==> src/rtl/core/dbdpt_pkg.sv <==
// ----------------------------------------------------------------------------
// dbdpt_pkg
// Shared types and constants for the debounced button double-press toggle.
// ----------------------------------------------------------------------------
package dbdpt_pkg;

    localparam int TIME_WIDTH = 32;
    localparam int CFG_WIDTH  = 16;

    localparam logic [CFG_WIDTH-1:0] DEBOUNCE_RESET = CFG_WIDTH'(50);
    localparam logic [CFG_WIDTH-1:0] WINDOW_RESET   = CFG_WIDTH'(1000);

    typedef enum logic [0:0] {
        CFG_DEBOUNCE_MS = 1'b0,
        CFG_WINDOW_MS   = 1'b1
    } cfg_index_t;

    typedef enum logic [1:0] {
        PHASE_IDLE        = 2'd0,
        PHASE_WAIT_REL1   = 2'd1,
        PHASE_WAIT_PRESS2 = 2'd2,
        PHASE_WAIT_REL2   = 2'd3
    } phase_t;

    typedef struct packed {
        logic                  pin_level;
        logic [TIME_WIDTH-1:0] now_ms;
    } in_t;

    typedef struct packed {
        logic       fan_on;
        logic       button_stable;
        logic [1:0] press_phase;
    } out_t;

endpackage

==> src/rtl/core/debounced_button_double_press_toggle_unit.sv <==
// ----------------------------------------------------------------------------
// debounced_button_double_press_toggle_unit
// Debounces an active-low button sample stream and toggles a fan on a single
// press, off on a second press inside a configurable window.
// ----------------------------------------------------------------------------
// Usage:
//   in_*   : one transaction per pin sample with its millisecond timestamp.
//   out_*  : one transaction per input transaction, in order: fan level,
//            debounced button level and press phase after that sample.
//   cfg_*  : write cfg_data to register cfg_index when cfg_we is high
//            (0: debounce_ms, 1: double_press_window_ms). Write only while
//            no transaction is in flight.
// One input register feeds the update logic, which loads the output register.
// Throughput is one transaction per cycle while out_ready is high.
// Reset clears all state: fan off, phase idle, button released, debounce
// 50 ms, window 1000 ms.
// While out_ready is low the output holds; the input register takes one
// more transaction, then in_ready drops until the output drains.
// ----------------------------------------------------------------------------
module debounced_button_double_press_toggle_unit (
    input  logic                                clk,
    input  logic                                rst_n,
    input  logic                                in_valid,
    output logic                                in_ready,
    input  dbdpt_pkg::in_t                      in_data,
    output logic                                out_valid,
    input  logic                                out_ready,
    output dbdpt_pkg::out_t                     out_data,
    input  logic                                cfg_we,
    input  dbdpt_pkg::cfg_index_t               cfg_index,
    input  logic [dbdpt_pkg::CFG_WIDTH-1:0]     cfg_data
);

    logic [dbdpt_pkg::CFG_WIDTH-1:0]  debounce_reg;
    logic [dbdpt_pkg::CFG_WIDTH-1:0]  window_reg;

    logic                             s1_valid_reg;
    dbdpt_pkg::in_t                   s1_data_reg;
    logic                             s1_move;

    logic                             out_valid_reg;
    dbdpt_pkg::out_t                  out_data_reg;

    logic                             fan_reg;
    logic                             fan_next;
    dbdpt_pkg::phase_t                phase_reg;
    dbdpt_pkg::phase_t                phase_next;
    logic [dbdpt_pkg::TIME_WIDTH-1:0] first_stamp_reg;
    logic [dbdpt_pkg::TIME_WIDTH-1:0] first_stamp_next;
    logic [dbdpt_pkg::TIME_WIDTH-1:0] db_start_reg;
    logic [dbdpt_pkg::TIME_WIDTH-1:0] db_start_next;
    logic                             stable_reg;
    logic                             stable_next;
    logic                             prev_raw_reg;

    logic                             raw;
    logic [dbdpt_pkg::TIME_WIDTH-1:0] now;
    logic [dbdpt_pkg::TIME_WIDTH-1:0] db_elapsed;
    logic [dbdpt_pkg::TIME_WIDTH-1:0] press_elapsed;
    logic                             in_window;

    // configuration
    always_ff @(posedge clk or negedge rst_n)
    begin
        if (!rst_n)
        begin
            debounce_reg <= dbdpt_pkg::DEBOUNCE_RESET;
            window_reg   <= dbdpt_pkg::WINDOW_RESET;
        end
        else if (cfg_we)
        begin
            unique case (cfg_index)
                dbdpt_pkg::CFG_DEBOUNCE_MS: debounce_reg <= cfg_data;
                dbdpt_pkg::CFG_WINDOW_MS:   window_reg   <= cfg_data;
                default:                    debounce_reg <= debounce_reg;
            endcase
        end
    end

    // handshake
    assign s1_move  = s1_valid_reg && (!out_valid_reg || out_ready);
    assign in_ready = !s1_valid_reg || s1_move;

    always_ff @(posedge clk or negedge rst_n)
    begin
        if (!rst_n)
        begin
            s1_valid_reg  <= 1'b0;
            out_valid_reg <= 1'b0;
        end
        else
        begin
            if (in_ready)
            begin
                s1_valid_reg <= in_valid;
            end
            if (s1_move)
            begin
                out_valid_reg <= 1'b1;
            end
            else if (out_ready)
            begin
                out_valid_reg <= 1'b0;
            end
        end
    end

    always_ff @(posedge clk)
    begin
        if (in_ready && in_valid)
        begin
            s1_data_reg <= in_data;
        end
    end

    // update logic
    assign raw        = !s1_data_reg.pin_level;
    assign now        = s1_data_reg.now_ms;
    assign db_elapsed = (raw != prev_raw_reg) ? '0 : now - db_start_reg;

    always_comb
    begin
        db_start_next = (raw != prev_raw_reg) ? now : db_start_reg;
        stable_next   = (db_elapsed > dbdpt_pkg::TIME_WIDTH'(debounce_reg)) ? raw : stable_reg;
    end

    assign press_elapsed = now - first_stamp_reg;
    assign in_window     = press_elapsed <= dbdpt_pkg::TIME_WIDTH'(window_reg);

    always_comb
    begin
        phase_next       = phase_reg;
        fan_next         = fan_reg;
        first_stamp_next = first_stamp_reg;
        unique case (phase_reg)
            dbdpt_pkg::PHASE_IDLE:
            begin
                if (stable_next)
                begin
                    phase_next       = dbdpt_pkg::PHASE_WAIT_REL1;
                    first_stamp_next = now;
                    fan_next         = 1'b1;
                end
            end
            dbdpt_pkg::PHASE_WAIT_REL1:
            begin
                if (!stable_next)
                begin
                    phase_next = dbdpt_pkg::PHASE_WAIT_PRESS2;
                end
            end
            dbdpt_pkg::PHASE_WAIT_PRESS2:
            begin
                if (stable_next)
                begin
                    if (in_window)
                    begin
                        fan_next   = 1'b0;
                        phase_next = dbdpt_pkg::PHASE_WAIT_REL2;
                    end
                end
                else if (!in_window)
                begin
                    phase_next = dbdpt_pkg::PHASE_IDLE;
                end
            end
            dbdpt_pkg::PHASE_WAIT_REL2:
            begin
                if (!stable_next)
                begin
                    phase_next = dbdpt_pkg::PHASE_IDLE;
                end
            end
            default:
            begin
                phase_next = dbdpt_pkg::PHASE_IDLE;
            end
        endcase
    end

    // state and result
    always_ff @(posedge clk or negedge rst_n)
    begin
        if (!rst_n)
        begin
            fan_reg         <= 1'b0;
            phase_reg       <= dbdpt_pkg::PHASE_IDLE;
            first_stamp_reg <= '0;
            db_start_reg    <= '0;
            stable_reg      <= 1'b0;
            prev_raw_reg    <= 1'b0;
        end
        else if (s1_move)
        begin
            fan_reg         <= fan_next;
            phase_reg       <= phase_next;
            first_stamp_reg <= first_stamp_next;
            db_start_reg    <= db_start_next;
            stable_reg      <= stable_next;
            prev_raw_reg    <= raw;
        end
    end

    always_ff @(posedge clk)
    begin
        if (s1_move)
        begin
            out_data_reg.fan_on        <= fan_next;
            out_data_reg.button_stable <= stable_next;
            out_data_reg.press_phase   <= phase_next;
        end
    end

    assign out_valid = out_valid_reg;
    assign out_data  = out_data_reg;

endmodule

==> config.mk <==
export PLATFORM = sky130hd
export DESIGN_NAME = debounced_button_double_press_toggle_unit
export DESIGN_NICKNAME = d
export VERILOG_FILES = /design/src/rtl/core/dbdpt_pkg.sv /design/src/rtl/core/debounced_button_double_press_toggle_unit.sv
export SDC_FILE = /design/constraint.sdc
export NUM_CORES = 1
export LEC_CHECK = 0
export CELL_PAD_IN_SITES_DETAIL_PLACEMENT = 0
export CELL_PAD_IN_SITES_GLOBAL_PLACEMENT = 1
export CORE_MARGIN = 2
export CORE_UTILIZATION = 51
export DETAILED_ROUTE_END_ITERATION = 6
export DONT_BUFFER_PORTS = 1
export PLACE_DENSITY = 0.93
export SLEW_MARGIN = 20
export SYNTH_ARGS = -nofsm -noshare
export SYNTH_HDL_FRONTEND = slang
export SYNTH_SLANG_ARGS = --single-unit
==> constraint.sdc <==
create_clock -name clk -period 6.35 [get_ports clk]
set_input_delay 0.635 -clock clk [delete_from_list [all_inputs] [get_ports clk]]
set_output_delay 0.635 -clock clk [all_outputs]
set_load 0.005 [all_outputs]
==> metrics.yaml <==
p_per_area_mw_per_mm2: 481
drt_iter0_drc: 565
first_global_vias: 7346
intPower_uw: 2970
htree_levels: 4
fin_area_sq_mm: 0.0107
yosys.area.top_type: "dfrtp_1"
cts_made_buffers: 17
overflow: 0
skew_ps: 13.1
antenna_cells: 0
holdCritPathClass: "in -> async"
pwr-share-comb_pct: 55.0
synth-seq-cells: 140
p_leak_uw: 0.00485
rows: 50
ys_async_sr_fraction_pct: 73.6
via_count: 7659
dpl_cell_area_sq_mm: 0.0101
post_cts_buffers: 0
synth_edf_count: 37
ys_top_cells_by_area: "dfrtp_1 24%, ha_1 12%, edfxtp_1 11%, mux2_2 5.9%, inv_1 4.5%"
vdd_drop_max_mv: 0.259
grt_start_max_net_pins: 95
p_switching_uw: 2170
p_clk_share_pct: 18.8
crit_slowest_cell: "edfxtp_1"
grt_pass1_wl_mm: 38.1
crit_arrival_ps: 6200
routedWlPerCell_um: 18.3
cp_max_fo: 33
routed_wl_mm: 23.9
maxSlewHeadroom_pct: 41.8
p_sw_share_pct: 42.2
die_h_um: 143
max_freq_mhz: 170
cts-root-buf: "clkbuf_16"
worstPathRequired_ps: 6670
clk_pin_slew_worst_paths_ps: 70
io_pins: 61
finalCritPeriodShare_pct: 92.6
rsz0062_at_grt: "no"
clk_latency_ps: 430
die_area_sq_mm: 0.0205
ant_nets: 0
fp.dieW_um: 143
hold_viol: 0
ys_seq_area_share_pct: 37.5
ys.warnings.count: 0
synth.avg_cell_area_sq_um: 9.53
syn_area_sq_mm: 0.00986
antenna_found_initial: 1
startpoint_type: "register"
nNetsFinal: 1185
netlist_instances: 1035
crit_chain: "ha_1 > a21o_1 > a31o_2 > o21bai_1 > nand2_1 > a21o_1 > a21o_1 > a31oi_1 > xor2_1 > nor2_1 > ha_1 > nand4_1 > a2111oi_0 > a211o_1 > o21ai_0 > o211ai_1 > nor4b_2 > nand4b_1 > nor4b_1 > and3b_1 > nor4_4 > buf_12 > mux2_2"
initial_core_util_pct: 52.4
dp_hpwl_mm: 18.0
cp_top_family: "compound AO/OA/AOI/OAI gates"
ys.flop_type: "dfrtp_1"
area_growth_pct: 8.51
ys_types: 70
cpPeakStageDelay_ps: 430
io_buffer_count: 0
finalCriticalPeriod_ps: 5880
slew_violations: 0
cts_buffer_depth: 2
p_seq_share_pct: 26.2
tightest_slew_ps: 873
critPathBufInv: 1
coreArea_sq_mm: 0.0188
yosys.area.top_type_share_pct: 23.9
drv_cap: 0
clkSinkCount: 140
cts_tree: "built"
gp_congestion: 0.870
grt_util_all_layers_pct: 24.1
setup_viol: 0
crit_path_frequent_cell: "a21o_1"
drc: 0
vias_per_cell: 5.86
critPathCaptureType: "register"
status: "complete, no violations"
crit_type: "reg -> reg"
tns_ps: 0
drive_gt1_share_pct: 13.3
dr.pass1.iters: 5
synth.net_count: 1186
## worst reg2reg max path, cell delays in order (launching register included)
cell and delay (ps):
edfxtp_1 430, ha_1 390, a21o_1 230, a31o_2 240
o21bai_1 190, nand2_1 110, a21o_1 180, a21o_1 190
a31oi_1 190, xor2_1 190, nor2_1 60, ha_1 290
nand4_1 130, a2111oi_0 90, a211o_1 280, o21ai_0 400
o211ai_1 190, nor4b_2 270, nand4b_1 140, nor4b_1 240
and3b_1 330, nor4_4 300, buf_12 290, mux2_2 410
## kinds of logic (layout without fill, tap and decap cells)
kind of cell | count (synthesis) | in the layout | share of synthesized area [%]
DFF | 140 | 140 | 37.5
adders and majority gates | 96 | 96 | 12.3
buffers and inverters | 143 | 155 | 5.76
muxes | 85 | 85 | 10.7
AOI/OAI and AO/OA | 269 | 269 | 17.1
and+or+nand+nor | 259 | 259 | 12.8
xor gates and xnor gates | 43 | 43 | 3.82
## placed cells by master (no fill, tap or decap), types with 11 or more instances in the layout
master,netlist,routed
inv_1,117,117
nand2_1,94,94
ha_1,94,94
dfrtp_1,94,94
a21oi_1,87,87
o21ai_0,64,64
nor2_1,55,55
mux2_2,52,52
edfxtp_1,37,37
mux2_4,28,28
xnor2_1,26,26
nand4_1,19,19
clkbuf_16,0,18
a21o_1,17,17
xor2_1,17,17
nand3_1,15,15
a31oi_1,14,14
and3_1,13,13
nand2b_1,12,12
o211ai_1,11,11
nor3_1,11,11
## power by group through the flow
stage          Combinational, uW  Clock, uW  Sequential (uW)
6_report                    2830        969             1350
5_1_grt                     3150       1020             1380
4_1_cts                     2800        971             1350
2_1_floorplan               2250          0             1290
3_3_place_gp                2710          0             1340
3_5_place_dp                2770          0             1350
## worst paths after layout
path / start / to / cells past startpoint / slack [ps]
worst max register to register: now[4] / first_stamp_reg[0] / 23 / 470
min in group clk: in_data[12] / now[12] / 0 / 290
max in group asynchronous: rst_n / first_stamp_reg[31] / 1 / 5810
worst min register to register: window_reg[1] / window_reg[1] / 1 / 510
worst max-delay path: now[4] / first_stamp_reg[0] / 23 / 470
worst min-delay path: rst_n / window_reg[3] / 0 / 40
## layer usage
layer / track usage [%] / routed length (um) / vias to the layer above
li1: - / - / 3715
met3: 4.16 / 1090 / 32
met2: 38.5 / 11300 / 190
met4: 6.67 / 374 / 0
met5: 0 / 0 / -
met1: 33.7 / 11200 / 3722
## through the flow
stage / worst slack, ps / total power, uW / std cells / hold WS (ps) / util, %
floorplan: 995 / 3540 / 1035 / 339 / -
global placement: 683 / 4050 / 1274 / 344 / 53.7
detailed placement: 478 / 4110 / 1274 / 343 / 53.7
CTS: 466 / 5120 / 1307 / 39.5 / 56.8
global route: 17.3 / 5550 / 1307 / 23.4 / 56.8
finish: 472 / 5150 / 1307 / 43.4 / 56.8
## synth_stat cells, drive strengths merged (3+ instances only)
library cell    n
clkbuf         21
or2             3
o21bai          7
a31oi          14
o2111ai         3
dfstp           9
nor3           11
a21boi          4
and2            6
ha             94
and3           13
dfrtp          94
mux2i           5
nand2          94
o211ai         11
o21a            9
a21oi          87
buf             5
a21o           18
o21ai          67
nor4            7
nand4          19
nand3          15
a211oi          4
mux2           80
o31a            3
a221oi          5
nor2b           9
inv           117
a2111oi         3
edfxtp         37
a211o           4
nand2b         12
nor2           55
or4             3
xor2           17
o31ai           5
xnor2          26
nor4b           3
## area by class of cell
class	count	area, sq um
multi-input combinational	752	5590
clock buffer	19	464
fill	1593	8130
timing repair buffer	6	77.6
tap	260	325
sequential	140	3700
clock inverter	13	100
inverter	117	439
## timing repair
item | in CTS | in global routing
hold buffers | 1 | 0
endpoints found under the hold margin | 94 | 0
resized for setup | 0 | 0
No activity file was read; power rests on OpenSTA's default activity.
